==> src/rtl/tkemf_pkg.sv <==
// ----------------------------------------------------------------------------
// tkemf_pkg
// Shared widths, range codes, pipeline tag and inverse polynomial
// coefficients for the type K EMF to temperature converter.
// ----------------------------------------------------------------------------
package tkemf_pkg;

    // field and datapath widths
    localparam int unsigned EMF_W   = 18;
    localparam int unsigned TEMP_W  = 20;
    localparam int unsigned ACC_W   = 48;
    localparam int unsigned PROD_W  = 64;
    localparam int unsigned DEGREE  = 9;
    localparam int unsigned DEG_W   = $clog2(DEGREE + 1);

    // constant divider: chunks per division and its latency
    localparam int unsigned CDIV_CHUNKS = 3;
    localparam int unsigned CDIV_LAT    = 2 * CDIV_CHUNKS;

    // range limits in microvolts
    localparam logic signed [EMF_W-1:0] NEG_LIMIT_UV  = -18'sd5891;
    localparam logic signed [EMF_W-1:0] ZERO_UV       = 18'sd0;
    localparam logic signed [EMF_W-1:0] LOW_LIMIT_UV  = 18'sd20644;
    localparam logic signed [EMF_W-1:0] HIGH_LIMIT_UV = 18'sd54886;

    // final scaling: rnd(256 * h / 10^9) = ((|h| + 1953125) >> 1) / 1953125
    localparam int unsigned FIN_ROUND = 1953125;
    localparam int unsigned FIN_DIV   = 1953125;

    // coefficient set codes
    typedef enum logic [1:0] {
        RANGE_NEG  = 2'd0,
        RANGE_LOW  = 2'd1,
        RANGE_HIGH = 2'd2
    } range_t;

    // side information that travels with each item
    typedef struct packed {
        logic                    valid;
        logic                    oor;
        range_t                  rng;
        logic signed [EMF_W-1:0] e;
    } tkemf_tag_t;

    // decimal digits of the divisor when producing degree i from degree i+1
    localparam int unsigned STEP_DIGITS [DEGREE] = '{3, 4, 4, 4, 4, 4, 5, 4, 2};

    // coefficients by degree, scaled to 10^-Q units of that degree
    localparam logic signed [ACC_W-1:0] COEF_NEG [DEGREE+1] = '{
        48'sd0,
        48'sd25173462000,
        -48'sd11662878000,
        -48'sd108336380000,
        -48'sd897735400000,
        -48'sd3734237700000,
        -48'sd8663264300000,
        -48'sd104505980000000,
        -48'sd51920577000000,
        48'sd0
    };

    localparam logic signed [ACC_W-1:0] COEF_LOW [DEGREE+1] = '{
        48'sd0,
        48'sd25083550000,
        48'sd786010600,
        -48'sd25031310000,
        48'sd83152700000,
        -48'sd122803400000,
        48'sd98040360000,
        -48'sd441303000000,
        48'sd105773400000,
        -48'sd105275500
    };

    localparam logic signed [ACC_W-1:0] COEF_HIGH [DEGREE+1] = '{
        -48'sd131805800000,
        48'sd48302220000,
        -48'sd16460310000,
        48'sd5464731000,
        -48'sd965071500,
        48'sd88021930,
        -48'sd3110810,
        48'sd0,
        48'sd0,
        48'sd0
    };

    // coefficient of one degree for one range
    function automatic logic signed [ACC_W-1:0] coef_lookup(input logic [DEG_W-1:0] deg,
                                                            input range_t rng);
        logic signed [ACC_W-1:0] c;
        begin
            case (rng)
                RANGE_NEG:  c = COEF_NEG[deg];
                RANGE_LOW:  c = COEF_LOW[deg];
                RANGE_HIGH: c = COEF_HIGH[deg];
                default:    c = '0;
            endcase
            return c;
        end
    endfunction

endpackage

==> src/rtl/tkemf_cdiv.sv <==
// ----------------------------------------------------------------------------
// tkemf_cdiv
// Pipelined division of an unsigned value by a constant. The dividend is
// taken in chunks from the top; each chunk uses a reciprocal estimate in one
// stage and a remainder fix-up in the next.
// ----------------------------------------------------------------------------
module tkemf_cdiv
    import tkemf_pkg::*;
#(
    parameter int unsigned DIV  = 3125,
    parameter int unsigned IN_W = 59
)
(
    input  logic            clk,
    input  logic            en,
    input  logic [IN_W-1:0] num,
    output logic [IN_W-1:0] quo
);

    localparam int unsigned CW    = (IN_W + CDIV_CHUNKS - 1) / CDIV_CHUNKS;
    localparam int unsigned PAD_W = CW * CDIV_CHUNKS;
    localparam int unsigned RW    = $clog2(DIV);
    localparam int unsigned XW    = RW + CW;
    localparam int unsigned MW    = CW + 1;
    localparam int unsigned LAST  = CDIV_CHUNKS - 1;

    // floor(2^XW / DIV): estimate is exact or one short
    localparam logic [MW-1:0] RECIP = MW'((longint'(1) << XW) / longint'(DIV));
    localparam logic [XW-1:0] DIV_X = XW'(DIV);

    // estimate stage registers
    logic [PAD_W-1:0] a_num_reg [LAST];
    logic [PAD_W-1:0] a_quo_reg [CDIV_CHUNKS];
    logic [XW-1:0]    a_x_reg   [CDIV_CHUNKS];
    logic [CW-1:0]    a_q0_reg  [CDIV_CHUNKS];

    // fix-up stage registers
    logic [PAD_W-1:0] b_num_reg [LAST];
    logic [RW-1:0]    b_rem_reg [LAST];
    logic [PAD_W-1:0] b_quo_reg [CDIV_CHUNKS];

    for (genvar k = 0; k < CDIV_CHUNKS; k++) begin : g_chunk
        logic [PAD_W-1:0]    num_in;
        logic [PAD_W-1:0]    quo_in;
        logic [RW-1:0]       rem_in;
        logic [XW-1:0]       x_next;
        logic [XW+MW-1:0]    prod;
        logic [XW-1:0]       r0;
        logic [CW-1:0]       q_next;
        logic [RW-1:0]       rem_next;
        logic [PAD_W-1:0]    quo_next;

        if (k == 0) begin : g_first
            assign num_in = PAD_W'(num);
            assign quo_in = '0;
            assign rem_in = '0;
        end
        else begin : g_rest
            assign num_in = b_num_reg[k-1];
            assign quo_in = b_quo_reg[k-1];
            assign rem_in = b_rem_reg[k-1];
        end

        // partial dividend and reciprocal estimate
        always_comb
        begin
            x_next = {rem_in, num_in[PAD_W-1-k*CW -: CW]};
            prod   = x_next * RECIP;
        end

        always_ff @(posedge clk)
        begin
            if (en)
            begin
                a_quo_reg[k] <= quo_in;
                a_x_reg[k]   <= x_next;
                a_q0_reg[k]  <= prod[XW +: CW];
            end
        end

        // remainder and one-step correction
        always_comb
        begin
            r0       = a_x_reg[k] - XW'(a_q0_reg[k]) * DIV_X;
            quo_next = a_quo_reg[k];
            if (r0 >= DIV_X)
            begin
                q_next   = a_q0_reg[k] + 1'b1;
                rem_next = RW'(r0 - DIV_X);
            end
            else
            begin
                q_next   = a_q0_reg[k];
                rem_next = RW'(r0);
            end
            quo_next[PAD_W-1-k*CW -: CW] = q_next;
        end

        always_ff @(posedge clk)
        begin
            if (en)
            begin
                b_quo_reg[k] <= quo_next;
            end
        end

        // remaining dividend and remainder carried to the next chunk
        if (k < LAST) begin : g_carry
            always_ff @(posedge clk)
            begin
                if (en)
                begin
                    a_num_reg[k] <= num_in;
                    b_num_reg[k] <= a_num_reg[k];
                    b_rem_reg[k] <= rem_next;
                end
            end
        end
    end

    assign quo = b_quo_reg[LAST][IN_W-1:0];

endmodule

==> config.mk <==
export PLATFORM = sky130hd
export DESIGN_NAME = tkemf_cdiv
export DESIGN_NICKNAME = d
export VERILOG_FILES = /design/src/rtl/tkemf_pkg.sv /design/src/rtl/tkemf_cdiv.sv
export SDC_FILE = /design/constraint.sdc
export NUM_CORES = 2
export LEC_CHECK = 0
export ABC_AREA = 1
export BUFFER_PORTS_ARGS = -buffer_cell sky130_fd_sc_hd__buf_2
export CORE_ASPECT_RATIO = 1.75
export CORE_UTILIZATION = 40
export CTS_CLUSTER_DIAMETER = 40
export CTS_CLUSTER_SIZE = 25
export DETAILED_ROUTE_END_ITERATION = 16
export GPL_ROUTABILITY_DRIVEN = 1
export HOLD_SLACK_MARGIN = 0.02
export PLACE_DENSITY_LB_ADDON = 0.3
export SYNTH_ARGS = -nofsm -noshare
export SYNTH_HDL_FRONTEND = slang
export SYNTH_SLANG_ARGS = --single-unit
==> constraint.sdc <==
create_clock -name clk -period 5.3 [get_ports clk]
set_input_delay 1.06 -clock clk [delete_from_list [all_inputs] [get_ports clk]]
set_output_delay 1.06 -clock clk [all_outputs]
set_load 0.02 [all_outputs]
# After elaboration in Yosys (flattened, before gate mapping)
# Memory sizes are Yosys's and may differ from the RTL's.
# Cells that the tools add are included.
# op_classes
addsub	8
mul	6
order_cmp	3
muxes	7
# op_table
cell	count
multiplier 32 x 21 -> 52 bit, second input constant	2
>= comparator 32 x 12 -> 1 bit, second input constant	3
multiplier 20 x 12 -> 32 bit, second input constant	3
subtractor 32 bit	3
adder 20 x 1 -> 20 bit, second input constant	3
two-way mux 20 bit	3
multiplier 19 x 21 -> 40 bit, second input constant	1
two-way mux 12 bit	2
subtractor 12 bit, second input constant	2
two-way mux 1 bit	2
# word_totals
regBits	0
ramBits	780
input_bits	61
output_inout_bits	59
elab_cells	31
memories	7
# mem_list
memory	depth	width	read_ports	rd_clocked_by_memory_dff	wr	line_no	source
a_quo_reg	3	60	3	0	3	tkemf_cdiv.sv:33	logic [PAD_W-1:0] a_quo_reg [CDIV_CHUNKS];
b_quo_reg	3	60	3	0	3	tkemf_cdiv.sv:40	logic [PAD_W-1:0] b_quo_reg [CDIV_CHUNKS];
a_num_reg	2	60	2	0	2	tkemf_cdiv.sv:32	logic [PAD_W-1:0] a_num_reg [LAST];
b_num_reg	2	60	2	0	2	tkemf_cdiv.sv:38	logic [PAD_W-1:0] b_num_reg [LAST];
a_x_reg	3	32	3	0	3	tkemf_cdiv.sv:34	logic [XW-1:0] a_x_reg [CDIV_CHUNKS];
a_q0_reg	3	20	3	0	3	tkemf_cdiv.sv:35	logic [CW-1:0] a_q0_reg [CDIV_CHUNKS];
+1 memories	--	--	--	--	--	--	

# Logic depth before layout (Yosys ltp)
# An unclocked memory read counts as a cell.
# logic_depth
word_depth	5
depth_mapped	29
mapped_depth_nobuf	28

# Least setup slack after synthesis
# OpenSTA, ideal clock, no wires.
# synth_timing
kind	input -> register
startpoint	in num[47]
endpoint	mem a_q0_reg[0][4] (netlist bit), data pin
setup_ns	0.252
arrival_time_ns	5.395
t_required_ns	5.048
slack_ns	-0.348
cell_stages	19
path_buffers	0
path_cell_list	fa_1 fa_1 fa_1 inv_1 fa_1 inv_1 fa_1 inv_1 fa_1 inv_1 ha_1 nand2_1 o21ai_0 a221oi_1 a21bo_2 nand2_1 nand2_1 nand2_1 nand2_1
# synth_lines
item	line_no	source
from (decl)	tkemf_cdiv.sv:16	input logic [IN_W-1:0] num,
to (decl)	tkemf_cdiv.sv:35	

==> out/metrics.cfg <==
[drt]
drt-met1-wl_um=60000
highest_layer=met4
drc_errors=0
postRouteAntennaNets=0
met3_wirelength_um=4150
vias=47960
wl_per_cell_um=19.3
viasPerCell=4.90
drt_iter0_drc=1712
met2WireLength_um=107000
drt_pass1_iterations=6
wl_um=189000

[synthesis]
ys_ff_latch=400
yosysWarnings=0
synth_area_um2=62100
syn-instance-count=6440
synth.avg_cell_area_um2=9.64
synth_area_leaders=fa_1, ha_1, edfxtp_1, inv_1, nand2_1
ys_types=55
yosysSeqAreaShare_pct=19.3
yosys.area.top_type=fa_1
netlist.area_leader.share_pct=29.3

[floorplan]
die_w_um=300
core_area_um2=154000
rows=191
die-area_um2=157000
io_pins=120
start_util_pct=40.2
dieHeight_um=523

[final_layout]
area_growth_pct=32.5
n_fill_cell=13591
largest_register_ffs=87
ff_latch_area_um2=12000
layout_common_cells=inv_1, buf_4, ha_1
fin_nets=9815
multi_input_area_um2=49100
final_core_util_pct=53.3
fin_cells=9782
final_common_cell=inv_1
drive_gt1_share_pct=30.5

[critical_path]
path_delay_family=adder cells
rrSetupSlack_ps=-590
end_kind=flop
crit_path_start=b_rem_reg[0][0]
rr_worst_depth=21
r2r_start=b_rem_reg[0][0]
critPathMaxStageDelay_ps=550
cp_max_fo=5
path_class=reg -> reg
crit_top_cell=fa_1
cp_cell_sequence=buf_6, buf_6, fa_1, ha_4, fa_1, fa_1, fa_1, fa_1, inv_2, fa_1, inv_2, ha_4, buf_6, buf_6, a31oi_4, o21ai_1, a31oi_2, buf_4, nand2_4, buf_12, xor2_4
r2r-end=a_q0_reg[0][22]
path_depth=21
critPathBufInv=8
startpoint_type=flop
cp_slowest_cell=fa_1
required_ps=5740
arrival_ps=6320
endpoint=a_q0_reg[0][22]

[timing]
min_period_ps=5890
worst_pin_slew_ps=668
finalSetupViolations=92
relSlewSlack_pct=55.5
final_max_slew_viol_count=0
fmax_mhz=170
rsz0062_at_grt=yes
timing.final.crit_share_pct=111
worst_slack_ps=-588
skew_ps=53.9
hold_violations=0

[placement]
port_buffers=109
dp_hpwl_um=161000
pre_cts_slack_ps=-819
place.gp.congestion=0.986
dp.cells=9477

[run]
cap_violations=0

[global_routing]
grt_pass1_vias=52879
grt_start_max_net_pins=100
antenna_found_initial=5
grt_pass1_wl_um=287000
grt_usage_pct=24.2
gr-total-overflow=0

[clock_tree]
clk_pin_slew_worst_paths_ps=70
cts_htree_levels=2
clockBufferDepth=3
cts_tree=done
root_buffer=clkbuf_16
cts.sinks=400
cts_buffers=58
insertion_delay_ps=710

[status]
outcome=complete, but fails checks
failed_checks=negative setup slack

[worst_hold_path]
min_path_type=reg -> reg

[cells in the mapped netlist (all sizes together)]
master      n
o21a       17
nor2      365
a22oi       1
buf        76
o21ai     145
o31a        1
o221a       2
fa        909
a31oi      22
a221oi      2
o21bai     14
nand3     173
or2         4
o2111ai     2
a21oi     250
a21boi      6
a311oi      1
a21bo       1
conb        1
o211ai      8
nand2     967
xnor2      64
and2        1
clkbuf      1
edfxtp    400
ha       1141
inv      1617
nor3       47
a221o       1
o311ai      1
nor4       10
nand3b     16
and3        3
o31ai       3
nand4      56
o221ai      2
xor2       91
a21o       17
clkinv      2
[through the flow]
stage	setup TNS (ps)	instance area [um2]	hold WS, ps
after floorplan	-2230	62600	400
after global placement	-52640	72600	401
after detailed placement	-55380	72600	405
after CTS	-23850	79600	419
after global routing	-41530	82300	422
final	-27340	82300	418
[worst min path at each step]
stage	from	end	slack (ps)	cells after the start
floorplan	b_num_reg[0][0]	a_num_reg[0][60]	400	0
global placement	a_num_reg[0][72]	b_num_reg[0][72]	400	0
detailed placement	b_num_reg[0][19]	a_num_reg[0][79]	400	0
CTS	a_num_reg[0][76]	b_num_reg[0][76]	420	0
global route	a_num_reg[0][69]	b_num_reg[0][69]	420	0
finish	a_num_reg[0][32]	b_num_reg[0][32]	420	0
[what timing repair did]
item / CTS / global route
pin swaps: 327 / 319
hold buffers: 0 / 0
gates resized for setup: 848 / 469
setup endpoints to repair: 92 / 120
setup buffers: 126 / 85
gates cloned: 8 / 2
[kinds of logic after synthesis]
| group | synth area share (%) |
|---|---|
| AOI/OAI and AO/OA | 4.42 |
| xor gates and xnor gates | 2.20 |
| adders and majority gates | 52.3 |
| buffers and inverters | 10.7 |
| DFF | 19.3 |
| other | 0.00604 |
| and+or+nand+nor | 11.1 |
[metal layers]
metal | up-vias | global-route usage (%)
li1 | 22725 | -
met1 | 23633 | 22.1
met2 | 989 | 48.3
met3 | 613 | 1.95
met4 | 0 | 18.6
met5 | - | 0
[layout make-up]
class | count | area share (%)
sequential | 400 | 14.6
inverter | 1619 | 7.40
clock buffer | 60 | 1.77
multi-input combinational | 4354 | 59.7
clock inverter | 50 | 0.885
tap | 2026 | 3.08
timing repair buffer | 1271 | 12.5
antenna | 2 | 0.00608
Power is not shown: default switching activity piles up to over one toggle a cycle in this logic, so the estimate is an artifact.
